### config.mk
export PLATFORM = sky130hd
export DESIGN_NAME = serial_dimmer_command_decoder
export DESIGN_NICKNAME = d
export VERILOG_FILES = /design/src/rtl/core/sdcd_pkg.sv /design/src/rtl/core/sdcd_line_parser.sv /design/src/rtl/core/serial_dimmer_command_decoder.sv
export SDC_FILE = /design/constraint.sdc
export NUM_CORES = 1
export LEC_CHECK = 0
export BUFFER_PORTS_ARGS = -buffer_cell sky130_fd_sc_hd__buf_4
export CAP_MARGIN = 20
export CELL_PAD_IN_SITES_DETAIL_PLACEMENT = 0
export CELL_PAD_IN_SITES_GLOBAL_PLACEMENT = 1
export CORE_MARGIN = 8
export CORE_UTILIZATION = 45
export CTS_CLUSTER_DIAMETER = 30
export CTS_CLUSTER_SIZE = 10
export DETAILED_ROUTE_END_ITERATION = 16
export HOLD_SLACK_MARGIN = 0.12
export MAX_ROUTING_LAYER = met4
export PLACE_DENSITY = 0.76
export SYNTH_ARGS = -nofsm -noshare
export SYNTH_HDL_FRONTEND = slang
export SYNTH_SLANG_ARGS = --single-unit
### constraint.sdc
create_clock -name clk -period 7.7 [get_ports clk]
set_input_delay 0.77 -clock clk [delete_from_list [all_inputs] [get_ports clk]]
set_output_delay 0.77 -clock clk [all_outputs]
set_load 0.005 [all_outputs]
### src/rtl/core/sdcd_pkg.sv
// Shared types and constants for the serial dimmer command decoder.
// Used by sdcd_line_parser and serial_dimmer_command_decoder; no dependencies.
package sdcd_pkg;

  localparam logic [7:0] CHAR_NUL   = 8'd0;
  localparam logic [7:0] CHAR_TAB   = 8'd9;
  localparam logic [7:0] CHAR_LF    = 8'd10;
  localparam logic [7:0] CHAR_VT    = 8'd11;
  localparam logic [7:0] CHAR_FF    = 8'd12;
  localparam logic [7:0] CHAR_CR    = 8'd13;
  localparam logic [7:0] CHAR_SPACE = 8'd32;
  localparam logic [7:0] CHAR_PLUS  = 8'd43;
  localparam logic [7:0] CHAR_MINUS = 8'd45;
  localparam logic [7:0] CHAR_ZERO  = 8'd48;
  localparam logic [7:0] CHAR_NINE  = 8'd57;
  localparam logic [7:0] CHAR_F     = 8'd70;
  localparam logic [7:0] CHAR_N     = 8'd78;
  localparam logic [7:0] CHAR_O     = 8'd79;

  localparam logic [2:0] KW_START = 3'd0;
  localparam logic [2:0] KW_O     = 3'd1;
  localparam logic [2:0] KW_ON    = 3'd2;
  localparam logic [2:0] KW_OF    = 3'd3;
  localparam logic [2:0] KW_OFF   = 3'd4;
  localparam logic [2:0] KW_NONE  = 3'd5;

  localparam logic [1:0] PH_BLANK = 2'd0;
  localparam logic [1:0] PH_DIGIT = 2'd1;
  localparam logic [1:0] PH_STOP  = 2'd2;

  localparam logic [1:0] KIND_ON      = 2'd0;
  localparam logic [1:0] KIND_OFF     = 2'd1;
  localparam logic [1:0] KIND_SET     = 2'd2;
  localparam logic [1:0] KIND_INVALID = 2'd3;

  localparam logic [7:0] FULL_DUTY   = 8'd255;
  localparam logic [7:0] ZERO_DUTY   = 8'd0;
  localparam logic [6:0] MAX_PERCENT = 7'd100;
  localparam logic [6:0] MAG_SAT     = 7'd101;

  // Division by 100 is a multiply by round_up(2^22 / 100) and a shift by 22.
  localparam logic [15:0] DUTY_RECIP = 16'd41944;
  localparam int          DUTY_SHIFT = 22;

  typedef struct packed {
    logic [1:0] kind;
    logic [6:0] percent;
    logic [7:0] duty;
  } reply_t;

endpackage

### src/rtl/core/sdcd_line_parser.sv
// Per-character line state and end-of-line classification for the decoder.
// Depends on sdcd_pkg for character codes, state codes and the reply type.
module sdcd_line_parser import sdcd_pkg::*; #(
  parameter int LINE_MAX = 19
) (
  input  logic       clk,
  input  logic       rst,
  input  logic       step,
  input  logic [7:0] rx_byte,
  output logic       done,
  output reply_t     reply
);

  localparam int CW = $clog2(LINE_MAX + 1);
  localparam logic [CW-1:0] LAST_COUNT = CW'(LINE_MAX - 1);

  logic [CW-1:0] char_count, char_count_next;
  logic          nul_seen, nul_seen_next;
  logic [2:0]    keyword_match, keyword_match_next;
  logic [1:0]    number_phase, number_phase_next;
  logic          negative_sign, negative_sign_next;
  logic [6:0]    magnitude, magnitude_next;
  logic [7:0]    current_duty, current_duty_next;

  logic [2:0]  kw;
  logic [1:0]  ph;
  logic        neg;
  logic [6:0]  mag;
  logic [9:0]  mag_acc;
  logic        eol;
  logic        is_blank;
  logic        is_digit;
  logic [14:0] scaled;
  logic [30:0] prod;
  logic [7:0]  set_duty;

  assign scaled   = (15'(mag) << 8) - 15'(mag);
  assign prod     = 31'(scaled) * 31'(DUTY_RECIP);
  assign set_duty = prod[DUTY_SHIFT+7:DUTY_SHIFT];

  always_comb begin
    eol      = (rx_byte == CHAR_CR) || (rx_byte == CHAR_LF);
    is_blank = (rx_byte == CHAR_SPACE) || (rx_byte == CHAR_TAB) ||
               (rx_byte == CHAR_VT) || (rx_byte == CHAR_FF);
    is_digit = (rx_byte >= CHAR_ZERO) && (rx_byte <= CHAR_NINE);
    kw       = keyword_match;
    ph       = number_phase;
    neg      = negative_sign;
    mag      = magnitude;
    mag_acc  = '0;
    nul_seen_next   = nul_seen;
    char_count_next = char_count;
    done            = eol;

    if (!eol) begin
      if (!nul_seen) begin
        if (rx_byte == CHAR_NUL) begin
          nul_seen_next = 1'b1;
        end else begin
          case (keyword_match)
            KW_START: kw = (rx_byte == CHAR_O) ? KW_O : KW_NONE;
            KW_O: begin
              if (rx_byte == CHAR_N) begin
                kw = KW_ON;
              end else if (rx_byte == CHAR_F) begin
                kw = KW_OF;
              end else begin
                kw = KW_NONE;
              end
            end
            KW_OF:   kw = (rx_byte == CHAR_F) ? KW_OFF : KW_NONE;
            default: kw = KW_NONE;
          endcase

          if (number_phase == PH_BLANK) begin
            if (is_blank) begin
              ph = PH_BLANK;
            end else if ((rx_byte == CHAR_MINUS) || (rx_byte == CHAR_PLUS)) begin
              neg = (rx_byte == CHAR_MINUS);
              ph  = PH_STOP;
            end else begin
              ph = PH_DIGIT;
            end
          end
          if (ph == PH_DIGIT) begin
            if (is_digit) begin
              mag_acc = 10'(magnitude) * 10'd10 + 10'(rx_byte - CHAR_ZERO);
              mag     = (mag_acc > 10'(MAG_SAT)) ? MAG_SAT : mag_acc[6:0];
            end else begin
              ph = PH_STOP;
            end
          end
          // A sign moves straight to digit reading for the next character.
          if ((number_phase == PH_BLANK) &&
              ((rx_byte == CHAR_MINUS) || (rx_byte == CHAR_PLUS))) begin
            ph = PH_DIGIT;
          end
        end
      end
      char_count_next = char_count + CW'(1);
      done            = (char_count == LAST_COUNT);
    end

    reply.duty = current_duty;
    if (kw == KW_ON) begin
      reply.kind    = KIND_ON;
      reply.percent = MAX_PERCENT;
      reply.duty    = FULL_DUTY;
    end else if (kw == KW_OFF) begin
      reply.kind    = KIND_OFF;
      reply.percent = '0;
      reply.duty    = ZERO_DUTY;
    end else if ((mag <= MAX_PERCENT) && (!neg || (mag == '0))) begin
      reply.kind    = KIND_SET;
      reply.percent = mag;
      reply.duty    = set_duty;
    end else begin
      reply.kind    = KIND_INVALID;
      reply.percent = '0;
    end

    keyword_match_next = kw;
    number_phase_next  = ph;
    negative_sign_next = neg;
    magnitude_next     = mag;
    current_duty_next  = current_duty;
    if (done) begin
      char_count_next    = '0;
      nul_seen_next      = 1'b0;
      keyword_match_next = KW_START;
      number_phase_next  = PH_BLANK;
      negative_sign_next = 1'b0;
      magnitude_next     = '0;
      current_duty_next  = reply.duty;
    end
  end

  always_ff @(posedge clk) begin
    if (rst) begin
      char_count    <= '0;
      nul_seen      <= 1'b0;
      keyword_match <= KW_START;
      number_phase  <= PH_BLANK;
      negative_sign <= 1'b0;
      magnitude     <= '0;
      current_duty  <= ZERO_DUTY;
    end else if (step) begin
      char_count    <= char_count_next;
      nul_seen      <= nul_seen_next;
      keyword_match <= keyword_match_next;
      number_phase  <= number_phase_next;
      negative_sign <= negative_sign_next;
      magnitude     <= magnitude_next;
      current_duty  <= current_duty_next;
    end
  end

  a_count_range: assert property (@(posedge clk) disable iff (rst)
    char_count < CW'(LINE_MAX))
    else $error("line length counter passed the line limit");

  a_mag_range: assert property (@(posedge clk) disable iff (rst)
    magnitude <= MAG_SAT)
    else $error("magnitude passed its saturation value");

  a_line_clear: assert property (@(posedge clk) disable iff (rst)
    (step && done) |=> (char_count == '0) && (magnitude == '0) && !nul_seen)
    else $error("line state not cleared after a finished line");

endmodule

### src/rtl/core/serial_dimmer_command_decoder.sv
// Top level of the serial dimmer command decoder: input register, line parser,
// result register. Depends on sdcd_pkg and sdcd_line_parser.
//
// Usage: received characters enter as words on the input channel (in_valid,
// in_ready, rx_byte). A line ends at CR or LF, or when the LINE_MAX-th
// character is stored. Each finished line gives one word on the output
// channel (out_valid, out_ready, reply_kind, percent, duty): ON gives duty
// 255, OFF gives duty 0, a leading number from 0 to 100 gives value*255/100
// (no number counts as 0); above 100 or below 0 is invalid, duty unchanged.
// Throughput is one input word per cycle while the result register is not held
// by a stall. A word waits in the input register while the parser updates the
// line state; the result of a line ending word and out_valid are written to the
// result register together when the parser steps on that word.
// The input register moves on whenever the result register is empty or being
// read, so a stall at the receiver holds one result, one pending input word,
// and then drops in_ready until out_ready returns. Reset clears the line
// state, the duty (to 0) and both valid flags; no output is produced for reset.
module serial_dimmer_command_decoder import sdcd_pkg::*; #(
  parameter int LINE_MAX = 19
) (
  input  logic       clk,
  input  logic       rst,
  input  logic       in_valid,
  output logic       in_ready,
  input  logic [7:0] rx_byte,
  output logic       out_valid,
  input  logic       out_ready,
  output logic [1:0] reply_kind,
  output logic [6:0] percent,
  output logic [7:0] duty
);

  logic       s1_valid;
  logic [7:0] s1_byte;
  logic       advance;
  logic       line_done;
  reply_t     line_reply;
  reply_t     out_reply;

  assign advance  = s1_valid && (!out_valid || out_ready);
  assign in_ready = !s1_valid || advance;

  sdcd_line_parser #(
    .LINE_MAX(LINE_MAX)
  ) u_parser (
    .clk    (clk),
    .rst    (rst),
    .step   (advance),
    .rx_byte(s1_byte),
    .done   (line_done),
    .reply  (line_reply)
  );

  always_ff @(posedge clk) begin
    if (rst) begin
      s1_valid <= 1'b0;
    end else if (in_ready) begin
      s1_valid <= in_valid;
    end
  end

  always_ff @(posedge clk) begin
    if (in_ready && in_valid) begin
      s1_byte <= rx_byte;
    end
  end

  always_ff @(posedge clk) begin
    if (rst) begin
      out_valid <= 1'b0;
    end else if (advance && line_done) begin
      out_valid <= 1'b1;
    end else if (out_ready) begin
      out_valid <= 1'b0;
    end
  end

  always_ff @(posedge clk) begin
    if (advance && line_done) begin
      out_reply <= line_reply;
    end
  end

  assign reply_kind = out_reply.kind;
  assign percent    = out_reply.percent;
  assign duty       = out_reply.duty;

  a_ready_when_empty: assert property (@(posedge clk) disable iff (rst)
    !s1_valid |-> in_ready)
    else $error("input not ready while the input register is empty");

  a_on_reply: assert property (@(posedge clk) disable iff (rst)
    (out_valid && (reply_kind == KIND_ON)) |-> (duty == FULL_DUTY) &&
    (percent == MAX_PERCENT))
    else $error("ON reply with wrong duty or percent");

  a_percent_range: assert property (@(posedge clk) disable iff (rst)
    out_valid |-> (percent <= MAX_PERCENT))
    else $error("reported percent above the maximum");

endmodule
==> flow_summary.json <==
{
  "area_growth_syn_to_layout_pct": 37.4,
  "mostFrequentLayoutCells": "buf_4 (178), inv_1 (142), ha_1 (89), fa_1 (64), nor2_1 (42)",
  "cts_buffers": 5,
  "critical_path_required_ns": 7.73,
  "tightest_slew_ns": 0.911,
  "vias_per_cell": 5.12,
  "start_kind": "flip-flop",
  "crit_arrival_ns": 8.47,
  "grt.overflow.total": 0,
  "grt_usage_pct": 19.3,
  "wl_met2_mm": 9.49,
  "end_kind": "flip-flop",
  "final_nets": 1173,
  "fmax_ghz": 0.119,
  "route.met3.wl_um": 401,
  "top_layer_used": "met4",
  "drc": 0,
  "synth.distinct_cells": 80,
  "crit_type": "reg -> reg",
  "clk_path_buf_depth": 2,
  "hold-worst-slack_ns": 0.469,
  "antenna_found_initial": 0,
  "synth_top_area_share_pct": 21.2,
  "layout-drive-gt1-share_pct": 37.5,
  "synth-seq-cells": 54,
  "wl_per_cell_um": 15.8,
  "clkTransAtPathRegs_ns": 0.08,
  "hp-class": "reg -> reg",
  "io_buffers": 30,
  "synth_edf_count": 25,
  "post_synth.cell_area_avg_um2": 9.35,
  "violations": "setup timing",
  "htreeDepth": 2,
  "slew_viol_final": 0,
  "dr.first_iter.drc_count": 253,
  "mostFrequentLayoutCell": "buf_4",
  "hold_viol": 0,
  "rsz0062_at_grt": "true",
  "setup_violations": 16,
  "finalCriticalPeriod_ns": 8.44,
  "grt_pass1_wl_mm": 31.4,
  "yosysWarnings": 0,
  "routed_wl_mm": 18.8,
  "path_common_cell": "fa_1",
  "firstDrtPassIters": 4,
  "place.gp.congestion": 0.916,
  "die_area_um2": 20600,
  "grt_max_degree": 23,
  "core_um2": 15900,
  "clock-sinks": 54,
  "ant_nets": 0,
  "clkLatencyLatePin_ns": 0.30,
  "slowest_stage": "fa_1",
  "initial_core_util_pct": 46.0,
  "synth_ff_type": "dfxtp_1",
  "grt_pass1_vias": 6562,
  "finalWorstSetupSlack_ns": -0.736,
  "place_ws_ns": -1.07,
  "ys_seq_area_share_pct": 18.2,
  "finalCritPeriodShare_pct": 110,
  "rows": 46,
  "syn_inst": 782,
  "cts_tree": "yes",
  "num_vias": 6074,
  "peakVddDrop_mv": 0.195,
  "io_pins": 31,
  "p_leak_nw": 4.94,
  "synth_area_leaders": "ha_1 (21%), fa_1 (18%), edfxtp_1 (10%)",
  "yosys.area.top_type": "ha_1",
  "fp.dieH_um": 143,
  "worst-path-max-fanout": 4,
  "async_flop_share_pct": 0,
  "dp_hpwl_mm": 15.1,
  "skew_ns": 0.0143,
  "antenna-diode-count": 0,
  "design_power_total_mw": 2.31,
  "power.density_nw_per_um2": 230,
  "hold_buffers": 0,
  "die_w_um": 143,
  "syn-cell-area_um2": 7310,
  "maxCapViolations": 0,
  "cpPeakStageDelay_ns": 0.54,
  "max_slew_margin_pct": 38.8,
  "cts_root_buffer": "clkbuf_16",
  "syn-num-nets": 985,
  "status": "finished with violations",
  "met1_length_mm": 8.57
}
## where the power goes
group / internal, mW / switching (mW)
Clock: 0.121 / 0.102
Combinational: 0.839 / 0.929
Sequential: 0.313 / 0.00643
## cell families after synthesis
| logic type | after synthesis | share of synthesized area, % |
|---|---|---|
| mux | 13 | 1.81 |
| compound gates | 140 | 13.8 |
| simple gates | 155 | 11.2 |
| flops | 54 | 18.2 |
| fa+ha+maj | 191 | 39.6 |
| xor+xnor | 40 | 5.15 |
| buf+inv | 189 | 10.3 |
## routing by layer
metal / track usage (%) / up-vias
met2: 34.1 / 103
met3: 1.36 / 26
met1: 23.9 / 2973
met4: 3.87 / 0
met5: - / -
li1: - / 2972
## timing repair
| item | 4_1_cts | 5_1_grt |
|---|---|---|
| gates resized for setup | 98 | 51 |
| endpoints found under the setup margin | 16 | 16 |
| cloned | 0 | 0 |
| pin swaps | 64 | 60 |
| buffers inserted | 22 | 12 |
## final cells by class
type,instances,area (um2)
clock inverters,3,21.3
well taps,216,270
fillers,1294,5840
inverters,169,642
repair buffers,201,1620
flip-flops and latches,54,1340
multi-input cells,539,6030
clock buffers,5,125
## synthesized netlist by cell type, types with 9 or more instances
master    instances
a21oi_1          35
o21ai_1          14
xnor2_1          29
mux2i_1          11
xor2_1            9
clkbuf_1         10
nand2_1          26
edfxtp_1         25
inv_1           168
dfxtp_1          29
o21ai_0          14
ha_1            124
nor2_1           48
nand2b_1          9
fa_1             67
nand3_1          10
nor3_1           12
## stage by stage
stage          setup TNS, ns  util (%)  area [um2]  cells
3_3_place_gp           -9.03      56.2        8930   1146
5_1_grt               -12.84      63.2       10000   1187
6_report               -6.73      63.2       10000   1187
2_1_floorplan          -1.70         -        7510    782
4_1_cts                -6.59      61.1        9700   1175
3_5_place_dp          -10.64      56.2        8930   1146
## final timing paths
| path | depth (start not counted) | slack, ns | from | endpoint |
|---|---|---|---|---|
| worst max-delay path | 38 | -0.74 | u_parser.magnitude[3] | duty[7] |
| worst max register to register | 38 | -0.74 | u_parser.magnitude[3] | duty[7] |
| worst min-delay path | 1 | 0.47 | u_parser.current_duty[6] | u_parser.current_duty[6] |
| worst min register to register | 1 | 0.47 | u_parser.current_duty[6] | u_parser.current_duty[6] |
## registers in the layout, summed over array words and instances (netlist names)
name,cells
u_parser.nul_seen,1
duty,8
u_parser.char_count,5
u_parser.keyword_match,3
u_parser.current_duty,8
out_valid,1
s1_byte,8
s1_valid,1
percent,7
u_parser.magnitude,7
u_parser.number_phase,2
reply_kind,2
u_parser.negative_sign,1
## worst max-delay path, delay by kind of cell, from the launching register on
kind | cells | cell delay (ns)
adder cells (fa/ha/maj) | 9 | 3.22
AO/OA/AOI/OAI | 13 | 2.58
AND/OR/NAND/NOR | 6 | 0.83
buffers and inverters | 6 | 0.65
XOR/XNOR | 3 | 0.36
flip-flops | 1 | 0.35
multiplexers | 1 | 0.19
No activity file was read; power rests on OpenSTA's default activity.
